[src/rtl/core/line_box_face_intersect_defines.svh]
// Assertion macros for the line/box face intersection RTL.
`ifndef LINE_BOX_FACE_INTERSECT_DEFINES_SVH
`define LINE_BOX_FACE_INTERSECT_DEFINES_SVH
`ifndef SYNTHESIS
`define LBFI_ASSERT(lbl, prop, msg) \
   lbl: assert property (@(posedge clock) disable iff (reset) prop) else $error(msg);
`define LBFI_ASSERT_NEVER(lbl, cond, msg) \
   lbl: assert property (@(posedge clock) disable iff (reset) !(cond)) else $error(msg);
`else
`define LBFI_ASSERT(lbl, prop, msg)
`define LBFI_ASSERT_NEVER(lbl, cond, msg)
`endif
`endif

[src/rtl/core/lbfi_pkg.sv]
// Types, constants and face tables for the line/box face intersection block.
`default_nettype none
package lbfi_pkg;
   localparam int CoordBits     = 32;
   localparam int FracBits      = 16;
   localparam int TolBits       = 16;
   localparam int IntBits       = CoordBits - 1 - FracBits;
   localparam int DivSteps      = CoordBits - 1;
   localparam int StepsPerStage = 2;
   localparam int DivStages     = (DivSteps + StepsPerStage - 1) / StepsPerStage;

   localparam logic [1:0] AxisX = 2'd0;
   localparam logic [1:0] AxisY = 2'd1;
   localparam logic [1:0] AxisZ = 2'd2;

   localparam logic [2:0] RegBoxLowX  = 3'd0;
   localparam logic [2:0] RegBoxLowY  = 3'd1;
   localparam logic [2:0] RegBoxLowZ  = 3'd2;
   localparam logic [2:0] RegBoxHighX = 3'd3;
   localparam logic [2:0] RegBoxHighY = 3'd4;
   localparam logic [2:0] RegBoxHighZ = 3'd5;
   localparam logic [2:0] RegTol      = 3'd6;

   typedef enum logic [2:0] {
      FACE_ZLOW  = 3'd0,
      FACE_ZHIGH = 3'd1,
      FACE_XLOW  = 3'd2,
      FACE_XHIGH = 3'd3,
      FACE_YLOW  = 3'd4,
      FACE_YHIGH = 3'd5
   } face_type;

   typedef struct packed {
      logic [2:0][CoordBits-1:0] box_lo;
      logic [2:0][CoordBits-1:0] box_hi;
      logic [TolBits-1:0]        tol;
   } cfg_type;

   typedef struct packed {
      logic [2:0][CoordBits-1:0] o;
      logic [2:0][CoordBits-1:0] d;
      face_type                  face;
      logic                      ray_end;
      logic                      skip;
      logic [1:0]                axis;
      logic [CoordBits-1:0]      p;
   } token_type;

   typedef struct packed {
      token_type              tok;
      logic [CoordBits-1:0]   dmag;
      logic                   neg;
      logic                   ovf;
      logic [CoordBits-1:0]   rem;
      logic [DivSteps-1:0]    dvd;
      logic [DivSteps-1:0]    quo;
   } div_type;

   typedef struct packed {
      logic                      hit;
      face_type                  face;
      logic [2:0][CoordBits-1:0] pos;
      logic                      ray_end;
   } result_type;

   function automatic logic [1:0] face_axis(face_type f);
      logic [1:0] a;
      unique case (f)
         FACE_ZLOW, FACE_ZHIGH: a = AxisZ;
         FACE_XLOW, FACE_XHIGH: a = AxisX;
         FACE_YLOW, FACE_YHIGH: a = AxisY;
         default:               a = AxisZ;
      endcase
      return a;
   endfunction

   function automatic logic face_high(face_type f);
      logic h;
      unique case (f)
         FACE_ZHIGH, FACE_XHIGH, FACE_YHIGH: h = 1'b1;
         default:                            h = 1'b0;
      endcase
      return h;
   endfunction
endpackage
`default_nettype wire

[src/rtl/core/lbfi_collect.sv]
// Result collector: holds one hit back to mark the last item of each ray.
`default_nettype none
`include "line_box_face_intersect_defines.svh"
module lbfi_collect (
   input  wire logic                  clock,
   input  wire logic                  reset,
   output logic                       adv,
   input  wire logic                  res_valid,
   input  wire lbfi_pkg::result_type  res,
   output logic                       rsp_tvalid,
   input  wire logic                  rsp_tready,
   output logic [103:0]               rsp_tdata,
   output logic                       rsp_tuser,
   output logic                       rsp_tlast
);
   logic                  out_valid_ff, out_valid_in;
   lbfi_pkg::result_type  out_ff, out_in;
   logic                  out_last_ff, out_last_in;
   logic                  pend_valid_ff, pend_valid_in;
   logic                  pend_final_ff, pend_final_in;
   lbfi_pkg::result_type  pend_ff, pend_in;
   logic                  out_free;

   assign out_free = !out_valid_ff || rsp_tready;
   assign adv      = out_free && !pend_final_ff;

   always_comb begin
      out_valid_in  = out_valid_ff && !rsp_tready;
      out_in        = out_ff;
      out_last_in   = out_last_ff;
      pend_valid_in = pend_valid_ff;
      pend_final_in = pend_final_ff;
      pend_in       = pend_ff;
      if (pend_final_ff && out_free) begin
         out_valid_in  = 1'b1;
         out_in        = pend_ff;
         out_last_in   = 1'b1;
         pend_valid_in = 1'b0;
         pend_final_in = 1'b0;
      end else if (adv && res_valid) begin
         if (res.hit && pend_valid_ff) begin
            out_valid_in  = 1'b1;
            out_in        = pend_ff;
            out_last_in   = 1'b0;
            pend_in       = res;
            pend_final_in = res.ray_end;
         end else if (res.hit && res.ray_end) begin
            out_valid_in = 1'b1;
            out_in       = res;
            out_last_in  = 1'b1;
         end else if (res.hit) begin
            pend_valid_in = 1'b1;
            pend_in       = res;
         end else if (res.ray_end) begin
            out_valid_in  = 1'b1;
            out_last_in   = 1'b1;
            pend_valid_in = 1'b0;
            if (pend_valid_ff) begin
               out_in = pend_ff;
            end else begin
               out_in = '0;
            end
         end
      end
   end

   always_ff @(posedge clock) begin
      if (reset) begin
         out_valid_ff  <= 1'b0;
         pend_valid_ff <= 1'b0;
         pend_final_ff <= 1'b0;
      end else begin
         out_valid_ff  <= out_valid_in;
         pend_valid_ff <= pend_valid_in;
         pend_final_ff <= pend_final_in;
      end
      out_ff      <= out_in;
      out_last_ff <= out_last_in;
      pend_ff     <= pend_in;
   end

   assign rsp_tvalid = out_valid_ff;
   assign rsp_tuser  = out_ff.hit;
   assign rsp_tlast  = out_last_ff;
   assign rsp_tdata  = {5'b0, out_ff.pos[2], out_ff.pos[1], out_ff.pos[0], out_ff.face};

   `LBFI_ASSERT(a_final_has_pend, pend_final_ff |-> pend_valid_ff, "final without pending hit")
   `LBFI_ASSERT(a_final_drains, (pend_final_ff && out_free) |=> !pend_final_ff, "held final item not drained")
   `LBFI_ASSERT_NEVER(a_nohit_not_last, out_valid_ff && !out_ff.hit && !out_last_ff, "no-hit item without last")
   `LBFI_ASSERT(a_no_adv_final, pend_final_ff |-> !adv, "pipeline moved while final held")
endmodule
`default_nettype wire

[config.mk]
export PLATFORM = sky130hd
export DESIGN_NAME = lbfi_collect
export DESIGN_NICKNAME = d
export VERILOG_FILES = /design/src/rtl/core/lbfi_pkg.sv /design/src/rtl/core/lbfi_collect.sv
export VERILOG_INCLUDE_DIRS = /design/src /design/src/rtl/core
export SDC_FILE = /design/constraint.sdc
export NUM_CORES = 1
export LEC_CHECK = 0
export BUFFER_PORTS_ARGS = -buffer_cell sky130_fd_sc_hd__buf_4
export CAP_MARGIN = 10
export CORE_MARGIN = 1.5
export CORE_UTILIZATION = 45
export DETAILED_ROUTE_END_ITERATION = 8
export GPL_ROUTABILITY_DRIVEN = 1
export PLACE_DENSITY = 0.74
export SYNTH_ARGS = -nofsm -noshare
export SYNTH_HDL_FRONTEND = slang
export SYNTH_SLANG_ARGS = --single-unit
[constraint.sdc]
create_clock -name clock -period 6.81 [get_ports clock]
set_input_delay 0.3405 -clock clock [delete_from_list [all_inputs] [get_ports clock]]
set_output_delay 0.3405 -clock clock [all_outputs]
set_load 0.01 [all_outputs]
# After elaboration in Yosys (flattened, before gate mapping)
# Index checks and enable logic that the tools add are counted.
# Widths: inputs -> output; s select.
dict set report word_totals {
  reg_bits 205
  elab_cells 64
}
dict set report classes {
  eq_ne 3
  n_mux 22
  n_bitwise 3
  n_reduce_logical 21
}
# op count
set ops {}
lappend ops {{$mux 101} 10}
lappend ops {{$mux 1} 12}
lappend ops {{$reduce_and 4->1} 2}
lappend ops {{$logic_and 1x1->1} 6}
lappend ops {{$reduce_and 3->1} 2}
lappend ops {{$reduce_bool 2->1} 3}
lappend ops {{$ne 4x1->1 const B} 1}
lappend ops {{$reduce_bool 4->1} 1}
lappend ops {{$logic_not 1->1} 3}
lappend ops {{$ne 3x1->1 const B} 1}
lappend ops {{$not 1->1} 3}
lappend ops {{$reduce_bool 3->1} 1}
lappend ops {{$ne 2x2->1 const B} 1}
lappend ops {{$reduce_and 2->1} 1}
lappend ops {{$reduce_or 2->1} 1}
lappend ops {{$logic_or 1x1->1} 1}

# Logic depth before layout (Yosys ltp)
# Gate-level depths: netlist (run 1).
dict set report depth {
  ltp_word 8
  mapped_depth 6
}

# Least setup slack after synthesis (run 1)
# Ideal clock, no wire load.
dict set report synth_timing {
  path_type {input-to-reg}
  from {input rsp_tready}
  to {register pend_ff[100] (netlist name), enable pin}
  setup_ns 0.560
  arrival_time_ns 4.896
  setup_slack_ns 1.354
  path_stages 4
  path_cell_list {nand2b_1 buf_2 nand4b_1 nor2_1}
}
dict set report synth_between {
  elab_chain_cells 4
  word_cells_on_any_way 6
  classes_between {bitwise (1); reduce/logical (5)}
}
# item line_no
set synth_lines {}
lappend synth_lines {{from (decl)} lbfi_collect.sv:11} ;# input wire logic rsp_tready,
lappend synth_lines {{$logic_or 1x1->1 (*)} lbfi_collect.sv:24} ;# assign out_free = !out_valid_ff || rsp_tready;
lappend synth_lines {{$logic_and 1x1->1, on equally long branches} {lbfi_collect.sv:25, lbfi_collect.sv:34}}
lappend synth_lines {{$logic_and 1x1->1 / $not 1->1 (equally long branches)} -}
lappend synth_lines {{$reduce_and 4->1 (no line) (*)} -}
lappend synth_lines {{to (signal assigned)} lbfi_collect.sv:79} ;# pend_ff <= pend_in;
lappend synth_lines {{to (decl)} lbfi_collect.sv:21} ;# lbfi_pkg::result_type pend_ff, pend_in;
# Mark *: on every way between the ends. The rest lies on a longest branch, timed or not.
# A chain may end at the register's enable or synchronous reset.

# Final worst setup path (run 1)
dict set report layout_timing {
  from {register out_valid_ff (netlist: rsp_tvalid)}
  to {register pend_ff[95] (netlist name), enable pin}
}
dict set report layout_between {
  elab_chain_cells 5
  word_cells_on_any_way 7
  classes_between {bitwise (1); reduce/logical (6)}
}
# item line_no
set layout_lines {}
lappend layout_lines {{from (decl)} lbfi_collect.sv:16} ;# logic out_valid_ff, out_valid_in;
lappend layout_lines {{from (signal assigned)} lbfi_collect.sv:73} ;# out_valid_ff <= out_valid_in;
lappend layout_lines {{$logic_not 1->1 (*)} lbfi_collect.sv:24}
lappend layout_lines {{$logic_or 1x1->1 (*)} lbfi_collect.sv:24}
lappend layout_lines {{$logic_and 1x1->1, on equally long branches} {lbfi_collect.sv:25, lbfi_collect.sv:34}}
lappend layout_lines {{$logic_and 1x1->1 / $not 1->1 (equally long branches)} -}
lappend layout_lines {{$reduce_and 4->1 (no line) (*)} -}
# Marked as above.

==> results.md, run 1 <==
| Metric | Value |
|---|---|
| Row count | 46 |
| Share of synthesized cell area in full adder, half adder and majority cells | 0% |
| Number of global-route vias before repair | 4168 |
| Path class of the lowest-slack min-delay path | input pin to register |
| Leak | 0.00375 uW |
| Launching element type of the critical path | register |
| Top cell type by total area after synthesis | edfxtp_1 |
| Number of top-level design ports | 213 |
| Diodes inserted | 0 |
| Aggregate global routing overflow | 0 |
| Total number of yosys warnings | 0 |
| Share of Yosys cell area claimed by the top area cell type | 82.3% |
| Layout overhead on the synthesized area | 32.3% |
| Mapped Cells | 361 |
| Num Clock Sinks | 204 |
| Most instantiated library cell after synthesis | edfxtp_1 |
| Cell variety after synth | 24 |
| Skew-Pair Late Insertion Delay | 0.48 ns |
| Worst hold slack | 0.0337 ns |
| Setup Fix Bufs, Post-CTS | 0 |
| Post-cts hold buffer count | 0 |
| Antenna violation net count after detailed routing | 0 |
| Placer congestion estimate | 0.722 |
| Post-synthesis cell area | 7300 um^2 |
| Vias post-DR | 4123 |
| Achievable Freq | 399 MHz |
| Worst endpoint required time | 6.92 ns |
| Drt first pass iters | 4 |
| Number of cells upsized or downsized after cts | 0 |
| Top flip-flop cell by instance count after synthesis | edfxtp_1 |
| Ratio of cells with drive above 1 in the final layout | 42.1% |
| Die Outline Area | 17000 um^2 |
| Number of enable flip-flop cells after synthesis | 200 |
| Worst vdd rail ir drop | 171 uV |
| Worst-path fanout max | 60 |
| Number of design rule violations left after detail routing | 0 |
| Cts bufs inserted | 21 |
| Synth async-reset ratio | 0% |
| Initial antenna violation count | 0 |
| Clock Path Buffers | 3 |
| Commonest cells in the synthesized netlist | 200 x edfxtp_1, 97 x a22o_1, 11 x buf_2, 8 x buf_4, 7 x clkbuf_1 |
| Number of max-cap violations | 0 |
| Maximum level of the CTS H-tree | 1 |
| Proportion of synthesized chip area in sequential cells | 83.4% |
| Relative slew margins | 29.9% |
| Final setup violation count | 0 |
| Hold Vio Cnt, Final | 0 |
| Starting density of the core | 45.9% |
| CTS Root Buffer Type | clkbuf_16 |
| Routed wire length per instance | 18.1 um |
| Port Buffers | 207 |
| # fillers | 1172 |
| Arrival time of data at the critical path endpoint | 2.61 ns |
| Total routing usage reported by global routing | 16.2% |
| HPWL reported at the end of detailed placement | 9250 um |
| Number of nets in the layout | 677 |
| Total Wirelength | 14500 um |
| Min cycle time layout | 2.51 ns |
| Share of the synthesized netlist area taken by xor and xnor gates | 0% |
| Result of the run | finished, final reports clean |
| Number of synthesized register bits | 204 |
| Slew of the pin with the lowest slew margin | 1.05 ns |
| Mux contribution to synthesized area | 0.309% |
| First-pass GRT wire length | 21300 um |
| Clock input transition at the sequential cells of the worst setup and hold paths | 0.06 ns |
| Final clock skew | 0.00510 ns |
| Vias per inst | 5.15 |
| Core Area | 15900 um^2 |
| Cells taking the most area after synthesis | edfxtp_1 82%, a22o_1 12%, dfxtp_1 1.1% |
| Crit. End Element | register |
| Sum Neg Setup Slack | 0 ns |
| Synth Area in Simple Gates | 1.11% |
| Hold Path Depth | 2 |
| Die extent in x | 130 um |
| Share of the clock period used by the worst path after layout | 36.8% |
| Max-slew violations | 0 |
| Areal power density over the cells | 276 nW/um^2 |
| Worst Reg2Reg Path Length in Cells | 5 |
| Post-synthesis compound-gate area fraction | 13.0% |
| Detailed router's first-iteration violation count | 248 |
| Classification of the worst setup path | register to register |
| Dominant combinational cell family by area after synthesis | compound AO/OA/AOI/OAI gates |
| Maximum number of pins on one net before global-route repair | 101 |
| Clock tree from TritonCTS | done |
| Synthesized area divided by synthesized cell count | 20.2 um^2 |
| RSZ-0062 raised after global routing | no |
| Die H | 130 um |
==> cell usage in the layout, fill, tap and decap left out <==
| master | count |
|---|---|
| a211o_1 | 1 |
| a211oi_4 | 1 |
| a21o_1 | 2 |
| a21o_4 | 1 |
| a21oi_1 | 5 |
| a22o_1 | 97 |
| a41oi_1 | 1 |
| and3_1 | 2 |
| and4b_1 | 1 |
| buf_12 | 1 |
| buf_4 | 211 |
| clkbuf_1 | 4 |
| clkbuf_16 | 21 |
| clkinv_1 | 4 |
| clkinv_2 | 6 |
| conb_1 | 6 |
| dfxtp_1 | 4 |
| edfxtp_1 | 200 |
| inv_8 | 1 |
| mux2_2 | 2 |
| nand2_1 | 4 |
| nand2b_1 | 1 |
| nand3_1 | 1 |
| nand4b_1 | 1 |
| nor2_1 | 1 |
| nor2_4 | 2 |
| nor2b_1 | 2 |
| o22a_1 | 1 |
| o31ai_1 | 1 |
==> path summary, 6_finish.rpt <==
kind                start          end  slack, ns
min reg2reg  pend_ff[100]    rsp_tuser       0.54
min                 reset   rsp_tvalid       0.03
max reg2reg    rsp_tvalid  pend_ff[95]       4.30
max            rsp_tvalid  pend_ff[95]       4.30
==> cell families after synthesis <==
logic type / count (synthesis)
mux: 2
simple gates: 15
other cells: 2
compound gates: 110
buf+inv: 28
flops: 204
==> layout make-up <==
class                      count  area (um^2)  share of cell area [%]
sequential                   204         6090                    63.0
clock inverter                11         56.3                   0.583
tap                          216          270                    2.80
multi-input combinational    133         1100                    11.4
timing repair buffer         212         1600                    16.6
clock buffer                  25          541                    5.60
==> state kept, by name, summed over array words and instances, names as in the netlist <==
register,count
pend_ff,100
rsp_tuser,1
rsp_tlast,1
rsp_tdata,99
rsp_tvalid,1
pend_valid_ff,1
pend_final_ff,1
==> stage by stage <==
| stage | area, um^2 | worst slack (ns) | power, uW | util, % | cells |
|---|---|---|---|---|---|
| final | 9660 | 4.30 | 2670 | 60.8 | 801 |
| after global routing | 9660 | 4.19 | 2760 | 60.8 | 801 |
| after CTS | 9640 | 3.78 | 2700 | 60.7 | 800 |
| after detailed placement | 9040 | 3.65 | 1690 | 56.9 | 764 |
| after global placement | 9040 | 3.78 | 1680 | 56.9 | 764 |
| after floorplan | 7310 | 1.35 | 1580 | - | 365 |
==> metal layers <==
metal	global-route usage (%)	vias up	share of wire (%)
met5	0	-	0
met2	28.4	178	50
met3	5.21	29	9.3
li1	-	1913	-
met4	5.69	0	2.3
met1	18.6	2003	39
==> power by group <==
group / internal, uW / switching [uW] / total [uW]
clock network: 566 / 434 / 1000
logic: 104 / 104 / 208
registers: 1440 / 15.3 / 1460
==> critical path, stage by stage (launching register included) <==
cell      delay, ns
dfxtp_1        0.33
nand2b_1       0.29
nand4b_1       0.25
nor2_4         0.30
buf_12         0.25
buf_4          0.62
(Power assumes the default switching activity.)
==> run 2, diff against run 1 <==
- ABC_AREA: not set -> 1
- PLACE_DENSITY: 0.74 -> 0.76
- clock period: 6.81 -> 2.15 ns (I/O delays scaled with it)
==> run 2 against run 1 <==
Against the previous run:
- area after synthesis rose by 3.4%
- sequential power rose to 3.2 times the previous value
- largest cell class unchanged
- largest power group unchanged
- flip-flop and latch count stayed put
- routed wire length is 22% higher
- clock-buffer cell count is 2 lower
==> results.md, run 2 <==
| Metric | Value | vs previous |
|---|---|---|
| Starting density of the core | 45.8% | -0.092 points |
| Total routing usage reported by global routing | 19.8% | +3.7 points |
| Setup Fix Bufs, Post-CTS | 0 | unchanged |
| Detailed router's first-iteration violation count | 319 | +29% |
| Register ranked first by flip-flop count | pend_ff |  |
| Most frequent cells in the layout | 308 x nand2_1, 210 x buf_4, 200 x edfxtp_1 |  |
| Commonest cells in the synthesized netlist | 309 x nand2_1, 200 x edfxtp_1, 18 x buf_2, 9 x inv_1, 5 x buf_4 |  |
| Terminus of the critical flop-to-flop path | pend_ff[98] |  |
| Cells taking the most area after synthesis | edfxtp_1 80%, nand2_1 15%, buf_2 1.2% |  |
| Number of synthesized register bits | 204 | unchanged |
| Synthesized area divided by synthesized cell count | 13.3 um^2 | -34% |
| Post-synthesis cell area | 7550 um^2 | +3.4% |
| Share of the clock period used by the worst path after layout | 80.5% | +44 points |
| Share of Yosys cell area claimed by the top area cell type | 79.6% | -2.7 points |
| Maximum number of pins on one net before global-route repair | 102 | +0.99% |
| Aggregate global routing overflow | 0 | unchanged |
| Layout overhead on the synthesized area | 46.9% |  |
| Areal power density over the cells | 804 nW/um^2 | +190% |
| Number of top-level design ports | 213 | unchanged |
| Number of enable flip-flop cells after synthesis | 200 | unchanged |
| Most common cell after layout, fill and taps aside | nand2_1 |  |
| Die Outline Area | 17600 um^2 | +3.4% |
| Max-slew violations | 0 | unchanged |
| Overall Power | 8920 uW | +230% |
| Synth async-reset ratio | 0% | unchanged |
| Total Wirelength | 17600 um | +22% |
| Die extent in x | 133 um | +1.7% |
| Number of max-cap violations | 0 | unchanged |
| Clock Path Buffers | 3 | unchanged |
| Number of global-route vias before repair | 5540 | +33% |
| Core Area | 16500 um^2 | +3.7% |
| Ratio of cells with drive above 1 in the final layout | 28.0% | -14 points |
| Most instantiated library cell after synthesis | nand2_1 |  |
| Clock tree from TritonCTS | done |  |
| Antenna violation net count after detailed routing | 0 | unchanged |
| Leak | 0.00470 uW | +25% |
| Hold Path Depth | 5 | +3 |
| Arrival time of data at the critical path endpoint | 1.90 ns | -0.71 ns |
| Sink of the worst hold path | pend_valid_ff |  |
| HPWL reported at the end of detailed placement | 10200 um | +9.8% |
| Mapped Cells | 568 | +57% |
| Vias post-DR | 5334 | +29% |
| Cell variety after synth | 16 | -33% |
| Total number of yosys warnings | 0 | unchanged |
| Achievable Freq | 578 MHz | +45% |
| Origin of the worst min-delay path | res[100] |  |
| Row count | 47 | +2.2% |
| Number of design rule violations left after detail routing | 0 | unchanged |
| Drt first pass iters | 5 | +1 |
| Worst-path fanout max | 35 | -42% |
| Flip-flop count of the largest register, all copies and words added | 100 | unchanged |
| Placer congestion estimate | 0.834 | +15% |
| Final setup violation count | 0 | unchanged |
| Hold Vio Cnt, Final | 0 | unchanged |
| Vias per inst | 4.75 | -7.8% |
| Number of nets in the layout | 995 | +47% |
| Sum Neg Setup Slack | 0 ns | unchanged |
| CTS Root Buffer Type | clkbuf_16 |  |
| Result of the run | finished, final reports clean |  |
| First-pass GRT wire length | 27500 um | +29% |
| Die H | 133 um | +1.7% |
| Number of cells in the finished layout apart from fillers | 1124 | +40% |
| Worst Reg2Reg Path Length in Cells | 5 | unchanged |
| Initial antenna violation count | 1 | +1 |
| Slack of the worst reg-to-reg path | 0.42 ns | -3.89 ns |
| Proportion of synthesized chip area in sequential cells | 80.6% | -2.8 points |
| Worst endpoint required time | 2.32 ns | -4.60 ns |
| Maximum level of the CTS H-tree | 1 | unchanged |
| Cts bufs inserted | 21 | unchanged |
| Num Clock Sinks | 204 | unchanged |
| Number of cells upsized or downsized after cts | 0 | unchanged |
| Clock input transition at the sequential cells of the worst setup and hold paths | 0.06 ns | about the same |
| Placed instance count | 984 | +29% |
| Relative slew margins | 66.6% | +37 points |
| Final clock skew | 0.0162 ns | +0.0111 ns |
| Skew-Pair Late Insertion Delay | 0.49 ns | about the same |
| Worst hold slack | 0.0281 ns | -0.00559 ns |
| Port Buffers | 207 | unchanged |
| Routed wire length per instance | 15.6 um | -13% |
| Start of the worst register-to-register path | pend_final_ff |  |
| Top cell type by total area after synthesis | edfxtp_1 |  |
| Crit. End Element | register |  |
| Classification of the worst setup path | register to register |  |
| Post-cts hold buffer count | 103 | +103 |
| Slew of the pin with the lowest slew margin | 0.501 ns | -0.551 ns |
| Final core utilization | 67.4% | +6.6 points |
| # fillers | 1145 | -2.3% |
| Path class of the lowest-slack min-delay path | input pin to register |  |
| Worst vdd rail ir drop | 516 uV | +200% |
| Top flip-flop cell by instance count after synthesis | edfxtp_1 |  |
| RSZ-0062 raised after global routing | no |  |
| Launching element type of the critical path | register |  |
| Min cycle time layout | 1.73 ns | -0.774 ns |
==> run 2: cell count changes after synthesis, sizes merged, moves of 3 or more <==
cell / change
a21o: -3
buf: +5
nand2: +308
inv: +9
clkbuf: -7
nand3: +3
a22o: -97
==> run 2: critical path, stage by stage (launching register included) <==
cell     delay, ns
dfxtp_1       0.33
inv_1         0.11
nand3_1       0.13
nor2_1        0.18
o21a_4        0.38
buf_12        0.26
==> run 2: cell type report <==
type | instances | area [um^2] | share of cell area [%]
clock buffers | 23 | 533 | 4.81
diodes | 1 | 2.50 | 0.0226
flip-flops and latches | 204 | 6090 | 54.9
multi-input cells | 333 | 1300 | 11.7
clock inverters | 13 | 91.3 | 0.823
inverters | 9 | 33.8 | 0.305
well taps | 220 | 275 | 2.48
repair buffers | 321 | 2770 | 25.0
==> run 2: kinds of logic (layout without fill, tap and decap cells) <==
| kind of cell | count (synthesis) | count (layout) | synth area share (%) |
|---|---|---|---|
| and+or+nand+nor | 321 | 321 | 16.3 |
| DFF | 204 | 204 | 80.6 |
| buffers and inverters | 35 | 366 | 2.59 |
| AOI/OAI and AO/OA | 6 | 6 | 0.431 |
| other | 2 | 7 | 0.0995 |
==> run 2: how the worst max path moves through the flow <==
stage | cells past startpoint | endpoint | slack, ns | from
6_report | 5 | pend_ff[98] | 0.42 | pend_final_ff
4_1_cts | 5 | pend_ff[98] | 0.43 | pend_final_ff
3_5_place_dp | 5 | pend_ff[55] | 0.45 | pend_final_ff
2_1_floorplan | 4 | pend_ff[100] | 0.27 | rsp_tvalid
5_1_grt | 5 | pend_ff[98] | 0.25 | pend_final_ff
3_3_place_gp | 5 | pend_ff[69] | 0.51 | pend_final_ff
==> run 2: metrics by stage <==
step	setup WS [ns]	area (um^2)
2_1_floorplan	0.271	7580
3_3_place_gp	0.515	9430
3_5_place_dp	0.455	9430
4_1_cts	0.427	11100
5_1_grt	0.245	11100
6_report	0.419	11100
==> run 2: metal layers <==
layer | share of wire, % | routed length, um | track usage [%]
met3 | 6.1 | 1080 | 3.49
met1 | 38 | 6700 | 23.1
met2 | 53 | 9270 | 36.6
met4 | 3.0 | 536 | 7.33
met5 | 0 | 0 | 0
==> run 2: power by group <==
part | switching, uW | total (uW) | internal, uW
Clock | 1400 | 3310 | 1910
Sequential | 60.7 | 4670 | 4610
Combinational | 465 | 940 | 475
Total | 1930 | 8920 | 6990
==> run 3, diff against run 2 <==
- ABC_AREA: 1 -> 0
- PLACE_DENSITY: 0.76 -> 0.77
- clock period: 2.15 -> 1.5 ns (I/O delays scaled with it)
==> run 3 against run 2 <==
Against the previous run:
- the run now ends with negative setup slack left
- combinational power grew 43%
- critical path depth grew 1
- routed wire length up 5.2%
- via count is 9.1% lower
- clock-buffer cell count unchanged
- sequential share of layout area is 0.44 points lower
- global-route usage increased by 1.2 points
- first-iteration DRC count fell by 22%
- cell count fell by 17%
- non-clock buffer count rose by 17
- total power up 45%
- largest power group unchanged
- highest routed layer unchanged
==> results.md, run 3 (synthesized netlist as in run 1, its figures left out) <==
| Metric | Value | vs previous |
|---|---|---|
| Result of the run | finished, violations left |  |
| Violated checks | negative setup slack |  |
| Footprint of the multi-input gates | 1120 um^2 | -14% |
| First-pass GRT wire length | 27000 um | -1.8% |
| Drt first pass iters | 4 | -1 |
| Layout overhead on the synthesized area | 53.4% |  |
| Start of the worst register-to-register path | rsp_tvalid |  |
| Max-slew violations | 0 | unchanged |
| Placer congestion estimate | 0.745 | -11% |
| Cts bufs inserted | 21 | unchanged |
| Aggregate global routing overflow | 0 | unchanged |
| Total routing usage reported by global routing | 21.0% | +1.2 points |
| Terminus of the critical flop-to-flop path | rsp_tdata[39] |  |
| Hold Path Depth | 3 | -2 |
| Final core utilization | 70.5% | +3.1 points |
| Clock Path Buffers | 3 | unchanged |
| Register ranked first by flip-flop count | pend_ff |  |
| Row count | 46 | -2.1% |
| Maximum number of pins on one net before global-route repair | 55 | -46% |
| Path class of the lowest-slack min-delay path | input pin to register |  |
| Most common cell after layout, fill and taps aside | buf_4 |  |
| Ratio of cells with drive above 1 in the final layout | 38.9% | +11 points |
| Number of cells in the finished layout apart from fillers | 928 | -17% |
| Worst-path fanout max | 19 | -46% |
| Crit. End Element | register |  |
| Detailed router's first-iteration violation count | 249 | -22% |
| Placed instance count | 783 | -20% |
| CTS Root Buffer Type | clkbuf_16 |  |
| Port Buffers | 207 | unchanged |
| Achievable Freq | 661 MHz | +14% |
| Routed wire length per instance | 19.9 um | +27% |
| Arrival time of data at the critical path endpoint | 1.85 ns | -0.05 ns |
| Share of the clock period used by the worst path after layout | 101% | +20 points |
| Core Area | 15900 um^2 | -3.5% |
| Min cycle time layout | 1.51 ns | -0.218 ns |
| Final setup violation count | 4 | +4 |
| Skew-Pair Late Insertion Delay | 0.48 ns | about the same |
| Most frequent cells in the layout | 213 x buf_4, 200 x edfxtp_1, 102 x dlygate4sd3_1 |  |
| Origin of the worst min-delay path | res[100] |  |
| Total Wirelength | 18500 um | +5.2% |
| HPWL reported at the end of detailed placement | 10800 um | +5.9% |
| Clock input transition at the sequential cells of the worst setup and hold paths | 0.06 ns | about the same |
| Initial antenna violation count | 0 | -1 |
| Hold Vio Cnt, Final | 0 | unchanged |
| Areal power density over the cells | 1150 nW/um^2 | +43% |
| Number of top-level design ports | 213 | unchanged |
| Diodes inserted | 0 | -1 |
| Sink of the worst hold path | pend_valid_ff |  |
| Cell Area, Placed | 9380 um^2 | -0.58% |
| Number of global-route vias before repair | 5074 | -8.4% |
| Num Clock Sinks | 204 | unchanged |
| Number of max-cap violations | 0 | unchanged |
| # fillers | 997 | -13% |
| Worst Setup Slack post-DPL | -0.0446 ns | -0.500 ns |
| Vias per inst | 5.23 | +10% |
| Number of design rule violations left after detail routing | 0 | unchanged |
| Final design area excluding fillers | 11200 um^2 | +0.91% |
| Worst vdd rail ir drop | 992 uV | +92% |
| Flip-flop count of the largest register, all copies and words added | 100 | unchanged |
| Worst Reg2Reg Path Length in Cells | 6 | +1 |
| Number of nets in the layout | 803 | -19% |
| Antenna violation net count after detailed routing | 0 | unchanged |
| Die H | 130 um | -1.6% |
| RSZ-0062 raised after global routing | yes |  |
| Leak | 0.00439 uW | -6.5% |
| Overall Power | 12900 uW | +45% |
| Slack of the worst reg-to-reg path | -0.01 ns | -0.43 ns |
| Vias post-DR | 4850 | -9.1% |
| Worst path setup slack after routing | -0.0135 ns | -0.432 ns |
| Die Outline Area | 17000 um^2 | -3.3% |
| Classification of the worst setup path | register to register |  |
| Clock tree from TritonCTS | done |  |
| Launching element type of the critical path | register |  |
| Final clock skew | 0.00584 ns | -0.0104 ns |
| Worst endpoint required time | 1.84 ns | -0.48 ns |
| Starting density of the core | 45.9% | +0.092 points |
| Maximum level of the CTS H-tree | 1 | unchanged |
| Die extent in x | 130 um | -1.6% |
| Storage cell area | 6090 um^2 | +0.10% |
[run 3: routing by layer]
layer / routed length (um) / track usage, %
met1: 7050 / 24.5
met4: 465 / 7.18
met2: 9890 / 38.8
met3: 1110 / 4.18
met5: 0 / 0
[run 3: metrics by stage]
step           hold slack [ns]  TNS, ns
3_3_place_gp             0.248        0
4_1_cts                0.00635        0
6_report                0.0130  -0.0303
2_1_floorplan            0.137  -211.34
3_5_place_dp             0.259   -0.827
5_1_grt                 0.0105   -0.993
[run 3: timing repair]
| action | CTS | global route |
|---|---|---|
| pin swaps | 1 | 4 |
| resized for setup | 7 | 5 |
| hold buffers | 102 | 0 |
| setup buffers | 1 | 2 |
| gates cloned | 2 | 1 |
| endpoints found under the setup margin | 67 | 174 |
| endpoints found under the hold margin | 199 | 0 |
[run 3: area by class of cell]
class | instances | share of cell area (%)
flip-flops and latches | 204 | 54.4
repair buffers | 338 | 27.3
clock buffers | 23 | 4.76
clock inverters | 14 | 1.07
multi-input cells | 133 | 10.0
well taps | 216 | 2.41
[run 3: how the worst max path moves through the flow]
stage | startpoint | end | slack [ns] | depth (start not counted)
after floorplan | rsp_tvalid | pend_ff[100] | -1.14 | 4
after global placement | rsp_tvalid | rsp_tdata[12] | 0.03 | 6
after detailed placement | rsp_tvalid | rsp_tdata[39] | -0.04 | 6
after CTS | rsp_tvalid | rsp_tdata[50] | 0.005 | 7
after global routing | rsp_tvalid | rsp_tdata[39] | -0.06 | 6
final | rsp_tvalid | rsp_tdata[39] | -0.01 | 6
[run 3: power breakdown]
part           internal [uW]  switching (uW)  total (uW)
registers               6550            78.6        6630
clock network           2900            2030        4940
logic                    757             586        1340
[run 3: critical path: stages, from the launching register on]
cell,delay [ns]
dfxtp_2,0.38
nand2b_4,0.08
buf_6,0.12
a211oi_4,0.25
buf_6,0.18
buf_12,0.16
a22o_1,0.18
